File: src/hdl/tlsf_pkg.sv
// Shared types and codes for the TLSF size-class bitmap engine.
// No dependencies.
package tlsf_pkg;

   // Request type codes
   localparam logic [1:0] REQ_SEARCH  = 2'd0;
   localparam logic [1:0] REQ_INSERT  = 2'd1;
   localparam logic [1:0] REQ_EMPTIED = 2'd2;

   typedef enum logic [2:0] {
      ST_IDLE,
      ST_ROUND,
      ST_MAP,
      ST_EVAL,
      ST_RESCAN
   } state_type;

   // Index of the highest set bit, 0 when the value is zero.
   function automatic logic [5:0] msb33(input logic [32:0] v);
      logic [5:0] n;
      n = '0;
      for (int i = 0; i < 33; i++) begin
         if (v[i]) begin
            n = 6'(i);
         end
      end
      return n;
   endfunction

   // Index of the lowest set bit, 0 when the word is zero.
   function automatic logic [4:0] lsb32(input logic [31:0] v);
      logic [4:0] n;
      n = '0;
      for (int i = 31; i >= 0; i--) begin
         if (v[i]) begin
            n = 5'(i);
         end
      end
      return n;
   endfunction

endpackage

File: src/hdl/tlsf_req_if.sv
// Request channel of the TLSF bitmap engine: valid/ready plus payload.
// No dependencies.
interface tlsf_req_if;
   logic        valid;
   logic        ready;
   logic [1:0]  req_type;
   logic [31:0] req_size;

   modport source (output valid, output req_type, output req_size, input ready);
   modport sink   (input valid, input req_type, input req_size, output ready);
endinterface

File: src/hdl/tlsf_rsp_if.sv
// Response channel of the TLSF bitmap engine: valid/ready plus payload.
// No dependencies.
interface tlsf_rsp_if;
   logic       valid;
   logic       ready;
   logic       found;
   logic [3:0] class_first;
   logic [3:0] class_second;

   modport source (output valid, output found, output class_first, output class_second,
                   input ready);
   modport sink   (input valid, input found, input class_first, input class_second,
                   output ready);
endinterface

File: src/hdl/tlsf_size_class_bitmap_engine.sv
// TLSF two-level availability bitmaps: size-to-class mapping, search, update.
// Depends on tlsf_pkg, tlsf_req_if, tlsf_rsp_if.
//
// Usage:
//   req_chan carries req_type (search / insert / emptied) and req_size.
//   rsp_chan returns one transfer per request: found, class_first, class_second.
//   A request is taken only while the engine is idle; one request is in work
//   at a time. A request passes the round, map and read, and evaluate steps;
//   the output register loads at the end of evaluate, or after a further
//   rescan step when a search misses its own first level and has to read
//   the second-level word of a higher first level.
//   No new request is taken before the previous one is finished, with the
//   read-modify-write of the second-level word memory (registered read)
//   behind the two mapping steps.
//   The response sits in an output register: while the receiver stalls the
//   next request is still accepted and worked up to its final step, where it
//   waits for the register to free up.
//   Reset (synchronous) clears the first-level word and the per-entry valid
//   bits of the second-level memory, so every class reads as empty; no
//   clearing pass is needed.
module tlsf_size_class_bitmap_engine #(
   parameter int unsigned SL_LOG2           = 4,
   parameter int unsigned NUM_FIRST_LEVELS  = 16,
   parameter int unsigned FIRST_LEVEL_START = 5,
   parameter int unsigned MIN_BLOCK_SIZE    = 32,
   parameter int unsigned MAX_ALLOC_SIZE    = 32'd2097151
) (
   input logic           clock,
   input logic           reset,
   tlsf_req_if.sink      req_chan,
   tlsf_rsp_if.source    rsp_chan
);

   localparam int unsigned NUM_LISTS = 1 << SL_LOG2;
   localparam int unsigned SL_W      = SL_LOG2;
   localparam int unsigned FL_W      = $clog2(NUM_FIRST_LEVELS);

   tlsf_pkg::state_type state_ff, state_in;

   logic [1:0]                  type_ff, type_in;
   logic [32:0]                 size_ff, size_in;
   logic                        small_ff, small_in;
   logic [FL_W-1:0]             fl_ff, fl_in;
   logic [SL_W-1:0]             sl_ff, sl_in;
   logic [NUM_FIRST_LEVELS-1:0] fl_bits_ff, fl_bits_in;

   logic       rsp_valid_ff, rsp_valid_in;
   logic       found_ff, found_in;
   logic [3:0] cf_ff, cf_in;
   logic [3:0] cs_ff, cs_in;

   // second-level word memory
   logic [NUM_LISTS-1:0]        sl_mem [NUM_FIRST_LEVELS];
   logic [NUM_FIRST_LEVELS-1:0] vld_ff;
   logic [NUM_LISTS-1:0]        rd_data_ff;
   logic                        rd_vld_ff;
   logic                        rd_en;
   logic [FL_W-1:0]             rd_addr;
   logic                        wr_en;
   logic [NUM_LISTS-1:0]        wr_data;

   logic out_free;
   logic accept;
   logic finish;

   // datapath
   logic [5:0]            msb_r;
   logic [32:0]           round_inc;
   logic [5:0]            msb_v;
   logic [6:0]            f_idx;
   logic [32+SL_W:0]      sl_shift;
   logic [FL_W-1:0]       map_fl;
   logic [SL_W-1:0]       map_sl;
   logic [NUM_LISTS-1:0]  word;
   logic [NUM_LISTS-1:0]  sl_mask;
   logic [NUM_LISTS-1:0]  sl_hits;
   logic [NUM_LISTS-1:0]  sl_onehot;
   logic [NUM_LISTS-1:0]  word_set;
   logic [NUM_LISTS-1:0]  word_clr;
   logic [NUM_FIRST_LEVELS-1:0] fl_mask;
   logic [NUM_FIRST_LEVELS-1:0] fl_hits;
   logic [NUM_FIRST_LEVELS-1:0] fl_onehot;
   logic [FL_W-1:0]       hit_fl;
   logic [SL_W-1:0]       hit_sl;
   logic [SL_W-1:0]       word_lsb;

   assign out_free = !rsp_valid_ff || rsp_chan.ready;
   assign accept   = req_chan.valid && req_chan.ready;

   assign req_chan.ready        = (state_ff == tlsf_pkg::ST_IDLE);
   assign rsp_chan.valid        = rsp_valid_ff;
   assign rsp_chan.found        = found_ff;
   assign rsp_chan.class_first  = cf_ff;
   assign rsp_chan.class_second = cs_ff;

   // rounding step for searches
   always_comb begin
      msb_r     = tlsf_pkg::msb33(size_ff);
      round_inc = (33'd1 << (msb_r - 6'(SL_LOG2))) - 33'd1;
   end

   // size to class mapping
   always_comb begin
      msb_v    = tlsf_pkg::msb33(size_ff);
      f_idx    = 7'(msb_v) - 7'(FIRST_LEVEL_START);
      sl_shift = {size_ff, {SL_W{1'b0}}} >> msb_v;
      map_fl   = '0;
      map_sl   = '0;
      if (small_ff) begin
         map_fl = '0;
         map_sl = '0;
      end else if (size_ff > 33'(MAX_ALLOC_SIZE)) begin
         map_fl = FL_W'(NUM_FIRST_LEVELS - 1);
         map_sl = SL_W'(NUM_LISTS - 1);
      end else if (size_ff < 33'(MIN_BLOCK_SIZE)) begin
         map_fl = '0;
         map_sl = '0;
      end else if (msb_v < 6'(FIRST_LEVEL_START)) begin
         map_fl = '0;
         map_sl = '0;
      end else if (f_idx >= 7'(NUM_FIRST_LEVELS)) begin
         map_fl = FL_W'(NUM_FIRST_LEVELS - 1);
         map_sl = SL_W'(NUM_LISTS - 1);
      end else begin
         map_fl = f_idx[FL_W-1:0];
         map_sl = sl_shift[SL_W-1:0];
      end
   end

   // evaluation of the fetched second-level word
   always_comb begin
      word = rd_vld_ff ? rd_data_ff : '0;
      for (int i = 0; i < NUM_LISTS; i++) begin
         sl_mask[i] = (SL_W'(i) >= sl_ff);
      end
      for (int i = 0; i < NUM_FIRST_LEVELS; i++) begin
         fl_mask[i] = (FL_W'(i) > fl_ff);
      end
      sl_hits   = word & sl_mask;
      fl_hits   = fl_bits_ff & fl_mask;
      hit_sl    = SL_W'(tlsf_pkg::lsb32(32'(sl_hits)));
      hit_fl    = FL_W'(tlsf_pkg::lsb32(32'(fl_hits)));
      word_lsb  = SL_W'(tlsf_pkg::lsb32(32'(word)));
      sl_onehot = NUM_LISTS'(1) << sl_ff;
      fl_onehot = NUM_FIRST_LEVELS'(1) << fl_ff;
      word_set  = word | sl_onehot;
      word_clr  = word & ~sl_onehot;
   end

   // next state
   always_comb begin
      state_in = state_ff;
      unique case (state_ff)
         tlsf_pkg::ST_IDLE: begin
            if (accept) begin
               state_in = tlsf_pkg::ST_ROUND;
            end
         end
         tlsf_pkg::ST_ROUND: state_in = tlsf_pkg::ST_MAP;
         tlsf_pkg::ST_MAP:   state_in = tlsf_pkg::ST_EVAL;
         tlsf_pkg::ST_EVAL: begin
            if (type_ff == tlsf_pkg::REQ_SEARCH && sl_hits == '0 && fl_hits != '0) begin
               state_in = tlsf_pkg::ST_RESCAN;
            end else if (out_free) begin
               state_in = tlsf_pkg::ST_IDLE;
            end
         end
         tlsf_pkg::ST_RESCAN: begin
            if (out_free) begin
               state_in = tlsf_pkg::ST_IDLE;
            end
         end
         default: state_in = tlsf_pkg::ST_IDLE;
      endcase
   end

   // outputs and datapath control
   always_comb begin
      type_in    = type_ff;
      size_in    = size_ff;
      small_in   = small_ff;
      fl_in      = fl_ff;
      sl_in      = sl_ff;
      fl_bits_in = fl_bits_ff;
      rd_en      = 1'b0;
      rd_addr    = fl_ff;
      wr_en      = 1'b0;
      wr_data    = word;
      finish     = 1'b0;
      found_in   = 1'b0;
      cf_in      = 4'(fl_ff);
      cs_in      = 4'(sl_ff);
      unique case (state_ff)
         tlsf_pkg::ST_IDLE: begin
            if (accept) begin
               type_in = req_chan.req_type;
               size_in = {1'b0, req_chan.req_size};
            end
         end
         tlsf_pkg::ST_ROUND: begin
            small_in = (type_ff == tlsf_pkg::REQ_SEARCH) &&
                       (size_ff < 33'(MIN_BLOCK_SIZE));
            if (type_ff == tlsf_pkg::REQ_SEARCH && msb_r >= 6'(SL_LOG2)) begin
               size_in = size_ff + round_inc;
            end
         end
         tlsf_pkg::ST_MAP: begin
            fl_in   = map_fl;
            sl_in   = map_sl;
            rd_en   = 1'b1;
            rd_addr = map_fl;
         end
         tlsf_pkg::ST_EVAL: begin
            case (type_ff)
               tlsf_pkg::REQ_SEARCH: begin
                  if (sl_hits != '0) begin
                     finish   = out_free;
                     found_in = 1'b1;
                     cs_in    = 4'(hit_sl);
                  end else if (fl_hits != '0) begin
                     // move on to the next non-empty first level
                     fl_in   = hit_fl;
                     rd_en   = 1'b1;
                     rd_addr = hit_fl;
                  end else begin
                     finish = out_free;
                  end
               end
               tlsf_pkg::REQ_INSERT: begin
                  finish   = out_free;
                  found_in = 1'b1;
                  wr_en    = out_free;
                  wr_data  = word_set;
                  if (out_free) begin
                     fl_bits_in = fl_bits_ff | fl_onehot;
                  end
               end
               tlsf_pkg::REQ_EMPTIED: begin
                  finish   = out_free;
                  found_in = 1'b1;
                  wr_en    = out_free;
                  wr_data  = word_clr;
                  if (out_free && word_clr == '0) begin
                     fl_bits_in = fl_bits_ff & ~fl_onehot;
                  end
               end
               default: begin
                  finish = out_free;
                  cf_in  = '0;
                  cs_in  = '0;
               end
            endcase
         end
         tlsf_pkg::ST_RESCAN: begin
            finish   = out_free;
            found_in = 1'b1;
            cs_in    = 4'(word_lsb);
         end
         default: begin
            finish = 1'b0;
         end
      endcase
   end

   assign rsp_valid_in = finish ? 1'b1 : (rsp_valid_ff && !rsp_chan.ready);

   always_ff @(posedge clock) begin
      if (reset) begin
         state_ff     <= tlsf_pkg::ST_IDLE;
         rsp_valid_ff <= 1'b0;
         fl_bits_ff   <= '0;
      end else begin
         state_ff     <= state_in;
         rsp_valid_ff <= rsp_valid_in;
         fl_bits_ff   <= fl_bits_in;
      end
   end

   always_ff @(posedge clock) begin
      type_ff  <= type_in;
      size_ff  <= size_in;
      small_ff <= small_in;
      fl_ff    <= fl_in;
      sl_ff    <= sl_in;
      if (finish) begin
         found_ff <= found_in;
         cf_ff    <= cf_in;
         cs_ff    <= cs_in;
      end
   end

   // per-entry valid bits: an entry never written reads as empty
   always_ff @(posedge clock) begin
      if (reset) begin
         vld_ff    <= '0;
         rd_vld_ff <= 1'b0;
      end else begin
         if (wr_en) begin
            vld_ff[rd_addr] <= 1'b1;
         end
         if (rd_en) begin
            rd_vld_ff <= vld_ff[rd_addr];
         end
      end
   end

   // writes use the address of the word fetched for this request
   always_ff @(posedge clock) begin
      if (wr_en) begin
         sl_mem[rd_addr] <= wr_data;
      end
      if (rd_en) begin
         rd_data_ff <= sl_mem[rd_addr];
      end
   end

endmodule
File: src/flat_wrapper.sv
// flat-port wrapper written by rule: the top's interface ports become plain ports
module tlsf_size_class_bitmap_engine_flat 
#(
   parameter int unsigned SL_LOG2           = 4,
   parameter int unsigned NUM_FIRST_LEVELS  = 16,
   parameter int unsigned FIRST_LEVEL_START = 5,
   parameter int unsigned MIN_BLOCK_SIZE    = 32,
   parameter int unsigned MAX_ALLOC_SIZE    = 32'd2097151
)
  (clock, reset, req_chan_valid, req_chan_req_type, req_chan_req_size, req_chan_ready, rsp_chan_valid, rsp_chan_found, rsp_chan_class_first, rsp_chan_class_second, rsp_chan_ready);
  tlsf_req_if req_chan_i ();
  tlsf_rsp_if rsp_chan_i ();
  input logic clock;
  input logic reset;
  input wire logic [$bits(req_chan_i.valid)-1:0] req_chan_valid;
  input wire logic [$bits(req_chan_i.req_type)-1:0] req_chan_req_type;
  input wire logic [$bits(req_chan_i.req_size)-1:0] req_chan_req_size;
  output wire logic [$bits(req_chan_i.ready)-1:0] req_chan_ready;
  output wire logic [$bits(rsp_chan_i.valid)-1:0] rsp_chan_valid;
  output wire logic [$bits(rsp_chan_i.found)-1:0] rsp_chan_found;
  output wire logic [$bits(rsp_chan_i.class_first)-1:0] rsp_chan_class_first;
  output wire logic [$bits(rsp_chan_i.class_second)-1:0] rsp_chan_class_second;
  input wire logic [$bits(rsp_chan_i.ready)-1:0] rsp_chan_ready;
  assign req_chan_i.valid = req_chan_valid;
  assign req_chan_i.req_type = req_chan_req_type;
  assign req_chan_i.req_size = req_chan_req_size;
  assign req_chan_ready = req_chan_i.ready;
  assign rsp_chan_valid = rsp_chan_i.valid;
  assign rsp_chan_found = rsp_chan_i.found;
  assign rsp_chan_class_first = rsp_chan_i.class_first;
  assign rsp_chan_class_second = rsp_chan_i.class_second;
  assign rsp_chan_i.ready = rsp_chan_ready;
  tlsf_size_class_bitmap_engine #(.SL_LOG2(SL_LOG2), .NUM_FIRST_LEVELS(NUM_FIRST_LEVELS), .FIRST_LEVEL_START(FIRST_LEVEL_START), .MIN_BLOCK_SIZE(MIN_BLOCK_SIZE), .MAX_ALLOC_SIZE(MAX_ALLOC_SIZE)) u_core (.clock(clock), .reset(reset), .req_chan(req_chan_i), .rsp_chan(rsp_chan_i));
endmodule
File: config.mk
export PLATFORM = sky130hd
export DESIGN_NAME = tlsf_size_class_bitmap_engine_flat
export DESIGN_NICKNAME = d
export VERILOG_FILES = /design/src/hdl/tlsf_pkg.sv /design/src/hdl/tlsf_req_if.sv /design/src/hdl/tlsf_rsp_if.sv /design/src/hdl/tlsf_size_class_bitmap_engine.sv /design/src/flat_wrapper.sv
export SDC_FILE = /design/constraint.sdc
export NUM_CORES = 1
export LEC_CHECK = 0
export ABC_AREA = 1
export BUFFER_PORTS_ARGS = -buffer_cell sky130_fd_sc_hd__buf_4
export CORE_MARGIN = 4
export CORE_UTILIZATION = 49
export CTS_CLUSTER_SIZE = 28
export DETAILED_ROUTE_END_ITERATION = 10
export PLACE_DENSITY = 0.67
export SKIP_CTS_REPAIR_TIMING = 1
export SLEW_MARGIN = 20
export SYNTH_ARGS = -nofsm -noshare
export SYNTH_HDL_FRONTEND = slang
export SYNTH_SLANG_ARGS = --single-unit
File: constraint.sdc
create_clock -name clock -period 6.1 [get_ports clock]
set_clock_uncertainty 0.05 [all_clocks]
set_input_delay 1.525 -clock clock [delete_from_list [all_inputs] [get_ports clock]]
set_output_delay 1.525 -clock clock [all_outputs]
set_load 0.005 [all_outputs]
==> run_results.csv <==
group,metric,value,unit
route,antenna_left,0,
worst_setup_path,critPathSlowestCell,"edfxtp_1",
synthesis,syn-cell-area,0.0194,sq mm
grt,overflow,0,
final_layout,diodes,0,
synthesis,synth_seq_area_share,53.8,%
synthesis,syn_nets,2325,
clocking,path_clk_slew,0.06,ns
clocking,cts.sinks,361,
final_layout,instances_no_fill,2906,
power,p_leak,9.54,nW
clocking,clockRootBuffer,"clkbuf_16",
route,drt_wl_total,52700,microns
grt,antenna_found_initial,0,
hold_path,min_path_type,"reg -> reg",
sta,min_period_over_period,104,%
grt,grt_pass1_wl,80800,microns
grt,globalRouteTotalUtil,23.4,%
sta,finalHoldViolations,0,
worst_setup_path,max_stage_delay,0.41,ns
synthesis,ys_ff_latch,361,
power,clock_power_share,31.4,%
clocking,htreeDepth,2,
die,fp.dieW,207,microns
synthesis,synth_top_area_cell,"edfxtp_1",
die,die-area,0.0429,sq mm
worst_setup_path,crit_arrival,6.59,ns
power,p_per_area,352,mW/mm^2
sta,relSlewSlack,27.3,%
route,num_vias,15800,
placement,hpwlAfterDp,35400,microns
run_status,violations,"negative setup slack",
grt,grt_pass1_vias,14800,
sta,rsz0062_at_grt,"yes",
die,start_util,49.9,%
grt,grt_start_max_net_pins,65,
sta,period_needed,6.37,ns
worst_setup_path,critical_path_class,"reg -> reg",
worst_setup_path,crit_fanout,4,
power,vdd_drop_max,246,uV
worst_setup_path,cp_data_required_time,6.32,ns
route,drtPass1Iterations,6,
synthesis,synth.distinct_cells,52,
die,num_rows,72,
sta,fin_tns_setup,-0.551,ns
placement,routabilityCongestion,0.961,
worst_setup_path,endpoint_kind,"flip-flop",
die,core,0.0389,sq mm
power,intPower,5.22,mW
power,switching_share,34.9,%
power,p_switching,2.80,mW
final_layout,fin_nets,2470,
clocking,cts_max_path_buffers,3,
synthesis,yosys-top-cells-area,"edfxtp_1 (50%), nand2_1 (12%), ha_1 (4.8%), inv_1 (4.7%), nor2_1 (4.7%)",
power,pwr-share-comb,32.5,%
power,seqPwrFrac,36.0,%
route,route.detailed.drc,0,
job,drv_cap,0,
worst_setup_path,critPathLaunchType,"flip-flop",
final_layout,drive_gt1_share,16.5,%
die,num_io_pins,49,
clocking,cts_buffers,41,
route,via_per_inst,5.42,
sta,max_slew.worst_pin.slew,1.09,ns
placement,place.port_buffers,48,
route,drt_iter0_drc,1313,
placement,place_inst,2810,
synthesis,postSynthCellCount,2212,
synthesis,synth_top_area_share,49.6,%
sta,max_clock_freq,157,MHz
sta,setup_ws,-0.270,ns
synthesis,avgSynthCellArea,8.78,sq um
clocking,cts_tree,"built",
worst_setup_path,crit_buf_inv,7,
die,die_h,207,microns
worst_setup_path,cpLargestDelayFamily,"simple AND/OR/NAND/NOR gates",
worst_setup_path,cpMostUsedCell,"nand2_1",
sta,setup_viol,6,
clocking,clock_latency,0.58,ns
run_status,status,"finished with violations",
sta,drv_slew,0,
final_layout,area_growth,17.4,%
route,wire_per_inst,18.1,microns
synthesis,yosysWarningCount,0,
[metal layers]
layer | vias to the layer above | routed length, microns | part of all wire (%) | global-route usage, %
met5 | - | 0 | 0 | 0
met4 | 0 | 1360 | 2.6 | 7.02
met3 | 85 | 3900 | 7.4 | 3.74
met2 | 605 | 24100 | 46 | 37.0
met1 | 7335 | 23300 | 44 | 33.6
li1 | 7729 | - | - | -
[Yosys cell counts, drive strengths merged]
| library cell | number |
|---|---|
| edfxtp | 321 |
| o221ai | 2 |
| a31oi | 7 |
| nand3b | 1 |
| o41ai | 1 |
| xor2 | 12 |
| o22ai | 9 |
| or2 | 6 |
| xnor2 | 4 |
| o31ai | 8 |
| a221oi | 1 |
| a21oi | 144 |
| nand4 | 77 |
| o21ai | 134 |
| nand3 | 70 |
| a22oi | 5 |
| dfxtp | 40 |
| inv | 281 |
| nand2 | 613 |
| buf | 44 |
| o21a | 8 |
| a211oi | 1 |
| nor3b | 2 |
| nor4 | 8 |
| nor2 | 258 |
| o311ai | 1 |
| clkbuf | 30 |
| o211ai | 28 |
| nor3 | 14 |
| ha | 74 |
| o21bai | 4 |
| clkinv | 3 |
| fa | 1 |
[worst paths after layout]
kind / start / depth (start not counted) / slack (ns) / to
hold / removal: flip-flop / 2 / 0.42 / flip-flop
hold reg to reg: flip-flop / 2 / 0.42 / flip-flop
setup / recovery: u_core.size_ff[2]$_DFFE_PP_ / 63 / -0.27 / u_core.size_ff[31]$_DFFE_PP_
setup reg to reg: u_core.size_ff[2]$_DFFE_PP_ / 63 / -0.27 / u_core.size_ff[31]$_DFFE_PP_
[cells by family (layout without fill, tap and decap cells)]
family,after synthesis,in the layout,share of synthesized area [%]
buffers and inverters,358,534,7.61
AND/OR/NAND/NOR,1049,1049,22.8
XOR/XNOR,16,16,0.722
flip-flops,361,361,53.8
AO/OA/AOI/OAI,353,353,10.2
adder cells (fa/ha/maj),75,75,4.87
[tightest hold or removal path, cell delays in order, from the launching register on]
cell	delay, ns
dfxtp_1	0.30
inv_1	0.06
a21oi_1	0.06
[power groups by stage]
stage | clock (mW) | combinational, mW | sequential [mW]
floorplan | 0 | 1.66 | 2.91
global placement | 0 | 2.37 | 2.94
detailed placement | 0 | 2.38 | 2.94
CTS | 2.56 | 2.40 | 2.89
global route | 2.66 | 2.90 | 2.90
finish | 2.52 | 2.61 | 2.89
[through the flow]
stage          cell area (sq um)  setup WS [ns]  hold slack (ns)  total power, mW  util, %
6_report                   22800         -0.270            0.415             8.03     58.6
5_1_grt                    22800         -0.808            0.431             8.46     58.6
4_1_cts                    22300         -0.454            0.415             7.85     57.3
3_5_place_dp               20900         -0.377            0.404             5.33     53.8
3_3_place_gp               20900         -0.207            0.393             5.31     53.7
2_1_floorplan              19400          0.199            0.381             4.57        -
[registers in the layout, indices dropped and copies added, names as in the netlist, 4 cells and up, named ones only]
register	cells
u_core.sl_ff	4
u_core.vld_ff	16
u_core.rsp_chan.class_second	4
u_core.fl_ff	4
u_core.sl_mem	256
u_core.size_ff	33
u_core.rd_data_ff	16
u_core.rsp_chan.class_first	4
[final cells by class]
| type | instances | area (sq um) |
|---|---|---|
| fill | 3407 | 16100 |
| sequential | 361 | 10400 |
| multi-input combinational | 1493 | 7820 |
| timing repair buffer | 176 | 1420 |
| inverter | 284 | 1070 |
| clock buffer | 45 | 1040 |
| tap | 518 | 648 |
| clock inverter | 29 | 344 |
[cell usage in the layout (no fill, tap or decap), drive strengths merged, types with 3 or more instances in the layout]
cell,n
o31ai,8
nand4,77
o21bai,4
edfxtp,321
o21a,8
dfxtp,40
or2,6
nand3,70
o211ai,28
a21oi,144
nand2,613
nor3,14
o22ai,9
o21ai,134
bufinv,6
clkinvlp,3
nor2,258
a22oi,5
clkbuf,45
a31oi,7
xor2,12
clkinv,23
inv,281
xnor2,4
buf,176
nor4,8
ha,74
No activity file was read; power rests on OpenSTA's default activity.
